$ cat src/mhpq_pkg.sv
// Shared types and constants for the min-heap priority queue.
package mhpq_pkg;

  localparam int unsigned DEF_CAPACITY = 64;
  localparam int unsigned ValueW       = 32;
  localparam int unsigned EntryCountW  = 7;

  typedef logic signed [ValueW-1:0] value_t;

  // Operation codes
  localparam logic OP_INSERT = 1'b0;
  localparam logic OP_REMOVE = 1'b1;

  // Status codes
  localparam logic [1:0] ST_OK    = 2'd0;
  localparam logic [1:0] ST_EMPTY = 2'd1;
  localparam logic [1:0] ST_FULL  = 2'd2;

  localparam value_t EMPTY_VALUE = -32'sd1;

  typedef struct packed {
    logic   opcode;
    value_t value;
  } in_item_t;

  typedef struct packed {
    logic [1:0]             status;
    value_t                 min_value;
    logic [EntryCountW-1:0] entry_count;
  } out_item_t;

  // Broadcast to every cell of the chain
  typedef struct packed {
    logic   ins;
    logic   del;
    value_t value;
  } cell_cmd_t;

  // What a cell shows its neighbours
  typedef struct packed {
    logic   occ;
    logic   gt;
    value_t value;
  } cell_nbr_t;

endpackage

$ cat src/mhpq_cell.sv
// One cell of the sorted chain: holds one entry and its occupied flag.
module mhpq_cell
  import mhpq_pkg::*;
(
  input  logic      clk_i,
  input  logic      rst_ni,
  input  cell_cmd_t cmd_i,
  input  cell_nbr_t prev_i,
  input  cell_nbr_t next_i,
  output cell_nbr_t self_o
);

  logic   occ_q, occ_d;
  value_t val_q, val_d;
  logic   gt;
  logic   take;

  // new value sorts strictly before the one held here
  assign gt = occ_q && (cmd_i.value < val_q);

  always_comb begin
    occ_d = occ_q;
    val_d = val_q;
    take  = occ_q ? gt : prev_i.occ;
    if (cmd_i.ins) begin
      if (take) begin
        occ_d = 1'b1;
        val_d = prev_i.gt ? prev_i.value : cmd_i.value;
      end
    end else if (cmd_i.del) begin
      occ_d = next_i.occ;
      val_d = next_i.value;
    end
  end

  always_ff @(posedge clk_i or negedge rst_ni) begin
    if (!rst_ni) begin
      occ_q <= 1'b0;
    end else begin
      occ_q <= occ_d;
    end
  end

  always_ff @(posedge clk_i) begin
    val_q <= val_d;
  end

  assign self_o = '{occ: occ_q, gt: gt, value: val_q};

endmodule

$ cat config.mk
export PLATFORM = sky130hd
export DESIGN_NAME = mhpq_cell
export DESIGN_NICKNAME = d
export VERILOG_FILES = /design/src/mhpq_pkg.sv /design/src/mhpq_cell.sv
export SDC_FILE = /design/constraint.sdc
export NUM_CORES = 1
export LEC_CHECK = 0
export ABC_AREA = 1
export BUFFER_PORTS_ARGS = -buffer_cell sky130_fd_sc_hd__buf_4
export CORE_UTILIZATION = 30
export DETAILED_ROUTE_END_ITERATION = 12
export GPL_TIMING_DRIVEN = 0
export PLACE_DENSITY_LB_ADDON = 0.2
export RECOVER_POWER = 100
export SYNTH_ARGS = -nofsm -noshare
export SYNTH_HDL_FRONTEND = slang
export SYNTH_SLANG_ARGS = --single-unit
$ cat constraint.sdc
create_clock -name clk_i -period 3.3 [get_ports clk_i]
set_input_delay 0.99 -clock clk_i [delete_from_list [all_inputs] [get_ports clk_i]]
set_output_delay 0.99 -clock clk_i [all_outputs]
set_load 0.1 [all_outputs]
==> summary.md, run 1 <==
| Metric | Value |
|---|---|
| Post-synthesis sequential area ratio | 0.393 |
| Post-Syn Area | between 2000 and 3000 sq um |
| Storage cell area | slightly below 1000 sq um |
| Clock Pin Slew Worst Setup and Hold Paths | roughly 0.070 ns |
| Syn avg cell area | roughly 7.7 sq um |
| Post-layout nets | 605 |
| Setup violations, final | 1 |
| Global Route Usage Sum | 0.179 |
| Worst R2R Path Depth | 17 |
| Largest family of logic cells by synthesized area | simple AND/OR/NAND/NOR gates |
| Commonest cells post-synth | 67 x nand2_1, 65 x o21ai_0, 45 x inv_1, 41 x nor2_1, 32 x edfxtp_1 |
| Core area | 8180 sq um |
| Clock Skew | roughly 0.0054 ns |
| Failing checks | negative setup slack |
| Via density per instance | about 4.6 |
| Worst flop-to-flop path endpoint | val_q[15]$_DFFE_PP_ |
| Critical Path RT | between 2 and 2.5 ns |
| Most numerous cell in the Yosys netlist | nand2_1 |
| FFs w/ async S/R, synth | 0.0303 |
| Fraction of synthesized cell area in xor and xnor cells | 0 |
| R2R setup slack | ~0.47 ns |
| Cells after Synth | between 300 and 400 |
| CP Max Fanout | 2 |
| Reg-to-Reg Start | val_q[5]$_DFFE_PP_ |
| Fin crit share | 1.03 |
| Worst slew margin | 0.201 |
| Place WS | -0.345 ns |
| Initial antenna violation count | 0 |
| GP Congestion | 0.786 |
| Worst Tran Pin Value | around 1.2 ns |
| Status | finished, violations left |
| Worst setup path startpoint | cmd_i[5] |
| Post-synthesis mux area share | 0 |
| Pin count of the biggest net entering global routing | 21 |
| Final Max Tran Viols | 0 |
| Clock root cell | clkbuf_8 |
| Skew-Pair Late Insertion Delay | 0.28 ns |
| RSZ-0062 raised after global routing | yes |
| Hold_ws | ~0.48 ns |
| Synth Area in Compound Gates | 0.168 |
| Pwr Total | 0.00194 W |
| EDFF count, synth | 32 |
| Final HPWL DP | between 5 and 6 mm |
| CTS H-tree depth | 2 |
| Num ports | about 140 |
| DRT Pass-1 Iters | 4 |
| Final-report hold violation count | 0 |
| Critical Setup Path Class | in2out |
| DRT antenna net count | 0 |
| Die width | 93.5 um |
| Ys Warns | 0 |
| Die area | between 8000 and 9000 sq um |
| Post-synth top area share | 0.383 |
| Rows | 33 |
| P&R area growth vs syn | 54.6% |
| Area of the multi-input gates | 1530 sq um |
| First-pass GRT wire length | approximately 12 mm |
| FF+latch count, synth | 33 |
| Worst setup EP type | output port |
| Max-cap viol count | 0 |
| DR vias | between 2,000 and 3,000 |
| Die height | roughly 93 um |
| Antenna cell count | 0 |
| Core Util, Final | 0.475 |
| Worst hold path type | in2async |
| Starting Density | 0.307 |
| Number of global-route vias before repair | about 2,600 |
| P_leak | between 1.5 and 2 nW |
| Simple-gate share of the synthesized area | 0.193 |
| Drt wl/cell | approximately 13 um |
| Sink Count | 33 |
| CTS Buf Count | 5 |
| Primary FF master, synth | edfxtp_1 |
| CTS tree | done |
| Max Buffers Root-to-Sink | 2 |
| WL final | approximately 7.6 mm |
| Syn nets | 461 |
| F_max | just under 300 MHz |
| # DRC | 0 |
| Synth area leader | edfxtp_1 |
| Post-route minimum period | roughly 3.4 ns |
| Top cells by area, synth | edfxtp_1 38%, ha_1 15%, o21ai_0 13%, nand2_1 10%, inv_1 6.7% |
| GR Overflow Total | 0 |
| Layout cell share with drive strength beyond 1 | 0.312 |
| # port buffers | between 100 and 150 |
| Crit path launch type | input port |
| Initial drt markers | 87 |
| Post-Synth Adder-Cell Area | 0.154 |
| Peak supply drop | roughly 180 uV |
| Final WS setup | -0.0827 ns |
| Distinct cell type count after synthesis | 18 |
| FILL cells | approximately 850 |
| Pwr Density | between 400 and 500 nW/um^2 |
| Worst Setup EP | self_o[32] |
| Critical path arrival | 2.39 ns |
## worst max-delay path, cell delays in order
cell and delay [ns]:
buf_8 0.10, ha_4 0.21, a21oi_2 0.14, nor2_2 0.05, nor3_2 0.16, nand2_1 0.09
nand2_1 0.08, nand2_2 0.06, nand2_2 0.06, nand2_1 0.05, nand2_1 0.07, nand3_2 0.08
inv_2 0.08, buf_12 0.17
## stage by stage
step	cell area, sq um	cells	TNS (ns)
after floorplan	2510	326	0
after global placement	3660	567	-18.07
after detailed placement	3690	568	-3.55
after CTS	3980	575	-0.0575
after global routing	3880	576	-0.164
final	3880	576	-0.0827
## layout by cell type (no fill, tap or decap), types with 5 or more instances in the layout
cell type / count
a21oi_1: 9
a21oi_2: 6
buf_4: 101
clkbuf_1: 50
clkbuf_8: 5
edfxtp_1: 32
ha_1: 15
ha_4: 16
inv_1: 42
nand2_1: 64
nor2_1: 39
o21ai_0: 64
## flip-flops by register name, summed over array words and instances, names as in the netlist
signal / flops
occ_q: 1
val_q: 32
## cell type report
cell class,count,area share
inverters,45,0.0445
plain buffers,13,0.0135
well taps,105,0.0338
clock buffers,8,0.0206
multi-input cells,234,0.395
repair buffers,138,0.238
flip-flops and latches,33,0.254
## cell families (layout without fill, tap and decap cells)
group | after synthesis | in the layout
compound gates | 83 | 83
fa+ha+maj | 31 | 31
buf+inv | 59 | 204
flops | 33 | 33
simple gates | 120 | 120
## where the power goes
part           internal (W)  leakage [nW]  total, W  switching (W)
Sequential         0.000549         0.330  0.000583      0.0000346
Combinational      0.000271          1.41   0.00105       0.000776
Clock              0.000150        0.0395  0.000305       0.000155
## layer usage
metal | track usage | up-vias | wire [um]
met5 | 0 | - | 0
met4 | 0.0346 | 0 | 57
met3 | 0.0480 | 5 | 566
met2 | 0.321 | 98 | 3590
met1 | 0.213 | 1170 | 3360
li1 | - | 1367 | -
## worst min path at each step
stage,endpoint,depth (start not counted),slack (ns)
floorplan,occ_q$_DFFE_PN0P_,2,0.48
global placement,occ_q$_DFFE_PN0P_,2,0.54
detailed placement,occ_q$_DFFE_PN0P_,2,0.53
CTS,occ_q$_DFFE_PN0P_,1,0.45
global route,occ_q$_DFFE_PN0P_,1,0.47
finish,occ_q$_DFFE_PN0P_,1,0.48
## what timing repair did
item                                    CTS  global route
resized for setup                        31             8
buffers inserted                          0             1
pin swaps                                19            10
endpoints found under the setup margin    1             1
hold buffers                              0             0
(Power assumes the default switching activity.)
==> run 2, diff against run 1 <==
--- a/config.mk
+++ b/config.mk
@@ -6,12 +6,14 @@
 export NUM_CORES = 1
 export LEC_CHECK = 0
 export ABC_AREA = 1
+export ABC_CLOCK_PERIOD_IN_PS = 3300
 export BUFFER_PORTS_ARGS = -buffer_cell sky130_fd_sc_hd__buf_4
 export CORE_UTILIZATION = 30
 export DETAILED_ROUTE_END_ITERATION = 12
 export GPL_TIMING_DRIVEN = 0
 export PLACE_DENSITY_LB_ADDON = 0.2
 export RECOVER_POWER = 100
+export REMOVE_ABC_BUFFERS = 1
 export SYNTH_ARGS = -nofsm -noshare
 export SYNTH_HDL_FRONTEND = slang
 export SYNTH_SLANG_ARGS = --single-unit
==> summary.md, run 2 (synthesis results as in run 1) <==
| Metric | Value |
|---|---|
| Post-layout nets | between 500 and 600 |
| Die width | 93.5 um |
| Sw frac | 0.503 |
| Peak supply drop | 188 uV |
| Layout cell share with drive strength beyond 1 | 0.373 |
| Post-route minimum period | ~3.3 ns |
| F_max | around 300 MHz |
| Worst Setup EP | self_o[32] |
| Core Util, Final | 0.487 |
| CP Depth | 14 |
| Reg power frac | 0.295 |
| Clock Pin Slew Worst Setup and Hold Paths | roughly 0.07 ns |
| Max Buffers Root-to-Sink | 2 |
| Pwr Density | 498 nW/um^2 |
| Final std cells w/o fill | 564 |
| Num ports | between 100 and 150 |
| Fin crit share | 1.01 |
| P_leak | approximately 1.8 nW |
| Worst Tran Pin Value | roughly 1.2 ns |
| Worst flop-to-flop path endpoint | val_q[31]$_DFFE_PP_ |
| FILL cells | between 800 and 900 |
| Worst path most repeated cell | nand2_2 |
| Failing checks | negative setup slack |
| Global Route Usage Sum | 0.178 |
| Status | finished, violations left |
| CP peak stage delay | around 0.2 ns |
| Worst hold path type | in2async |
| DR vias | ~2,700 |
| Final Max Tran Viols | 0 |
| P_int | just under 0.001 W |
| P&R area growth vs syn | 58.4% |
| Worst Path Buf+Inv | 3 |
| Critical path arrival | about 2.3 ns |
| DRT antenna net count | 0 |
| Initial drt markers | 54 |
| GP Congestion | roughly 0.7 |
| Gate power share | 0.551 |
| Hold_ws | roughly 0.49 ns |
| Number of global-route vias before repair | about 2,700 |
| Critical Path RT | 2.31 ns |
| Setup violations, final | 1 |
| # DRC | 0 |
| Worst setup path startpoint | cmd_i[4] |
| Via density per instance | about 4.7 |
| WL final | 7.78 mm |
| Sink Count | 33 |
| CTS Hold Bufs | 0 |
| Clock Skew | between 0.007 and 0.008 ns |
| Worst R2R Path Depth | 12 |
| First-pass GRT wire length | about 12 mm |
| Critical Setup Path Class | in2out |
| Core area | ~8000 sq um |
| Clock root cell | clkbuf_8 |
| CP Cell Sequence | buf_4, ha_1, a21oi_2, nor2_1, nor3_2, nand2_2, nand2_2, nand2_2, nand2_2, nand2_1, nand2_1, nand3_2, inv_2, buf_12 |
| Worst slew margin | 0.189 |
| DRT Pass-1 Iters | 4 |
| CTS Buf Count | 5 |
| Die height | around 93 um |
| Placed Cells | approximately 550 |
| Register with the most flip-flops | val_q |
| CTS H-tree depth | 2 |
| Switch Pwr | approximately 0.0010 W |
| Antenna cell count | 0 |
| Top flop regs | val_q x32, occ_q x1 |
| Final HPWL DP | 5.07 mm |
| Rows | 33 |
| # port buffers | between 100 and 150 |
| Critical path's slowest cell | ha_1 |
| CTS tree | done |
| Max-cap viol count | 0 |
| Initial antenna violation count | 0 |
| Worst setup EP type | output port |
| Most common cell after layout, fill and taps aside | buf_4 |
| RSZ-0062 raised after global routing | yes |
| Clock share of power | 0.154 |
| CP Max Fanout | 2 |
| Pin count of the biggest net entering global routing | 37 |
| Starting Density | 0.307 |
| Number of flip-flops in the largest register | 32 |
| Final WS setup | -0.0329 ns |
| Final-report hold violation count | 0 |
| Die area | around 8700 sq um |
| Reg-to-Reg Start | val_q[21]$_DFFE_PP_ |
| GR Overflow Total | 0 |
| Most frequent cells in the layout | 97 x buf_4, 62 x o21ai_0, 56 x nand2_1 |
| Skew-Pair Late Insertion Delay | around 0.29 ns |
| Crit path launch type | input port |
| R2R setup slack | 0.69 ns |
| Drt wl/cell | 13.8 um |
| Family with the most delay on the worst path | simple AND/OR/NAND/NOR gates |
[run 2: stage by stage]
stage	setup slack, ns	total power [W]	setup TNS (ns)	area, sq um
floorplan	-0.315	0.00132	-0.315	2450
global placement	-0.597	0.00159	-19.31	3600
detailed placement	-0.616	0.00161	-19.94	3600
CTS	-0.0515	0.00199	-0.0515	3930
global route	-0.153	0.00209	-0.153	3980
finish	-0.0329	0.00198	-0.0329	3980
[run 2: repair_timing]
action                                  CTS  global route
setup buffers                             0             1
endpoints found under the hold margin     0             0
gates resized for setup                  33            32
pin swaps                                20            26
gates cloned                              1             1
endpoints found under the setup margin   33            33
[run 2: layout make-up]
type / instances / area [sq um] / share of cell area
Tap cell: 105 / 131 / 0.0330
Multi-Input combinational cell: 234 / 1650 / 0.414
Timing Repair Buffer: 137 / 941 / 0.236
Timing Repair inverter: 2 / 12.5 / 0.00314
Inverter: 45 / 176 / 0.0443
Clock inverter: 2 / 10.0 / 0.00252
Clock buffer: 6 / 72.6 / 0.0182
Sequential cell: 33 / 986 / 0.248
[run 2: power by group through the flow]
| stage | combinational [W] | sequential (W) | clock [W] |
|---|---|---|---|
| after floorplan | 0.000262 | 0.00106 | 0 |
| after global placement | 0.00100 | 0.000593 | 0 |
| after detailed placement | 0.00101 | 0.000596 | 0 |
| after CTS | 0.00108 | 0.000587 | 0.000315 |
| after global routing | 0.00117 | 0.000593 | 0.000330 |
| final | 0.00109 | 0.000583 | 0.000305 |
[run 2: worst min-delay path by stage]
stage / to / slack [ns] / cells past startpoint
floorplan: occ_q$_DFFE_PN0P_ / 0.69 / 0
global placement: occ_q$_DFFE_PN0P_ / 0.51 / 2
CTS: occ_q$_DFFE_PN0P_ / 0.46 / 1
finish: occ_q$_DFFE_PN0P_ / 0.49 / 1
detailed placement: occ_q$_DFFE_PN0P_ / 0.52 / 2
global route: occ_q$_DFFE_PN0P_ / 0.48 / 1
[run 2: routing by layer]
layer | share of wire | track usage | up-vias | routed length, um
met5 | 0 | 0 | - | 0
met4 | 0.013 | 0.0462 | 0 | 99
met3 | 0.066 | 0.0358 | 7 | 512
met2 | 0.48 | 0.334 | 92 | 3740
met1 | 0.44 | 0.204 | 1214 | 3430
li1 | - | - | 1345 | -
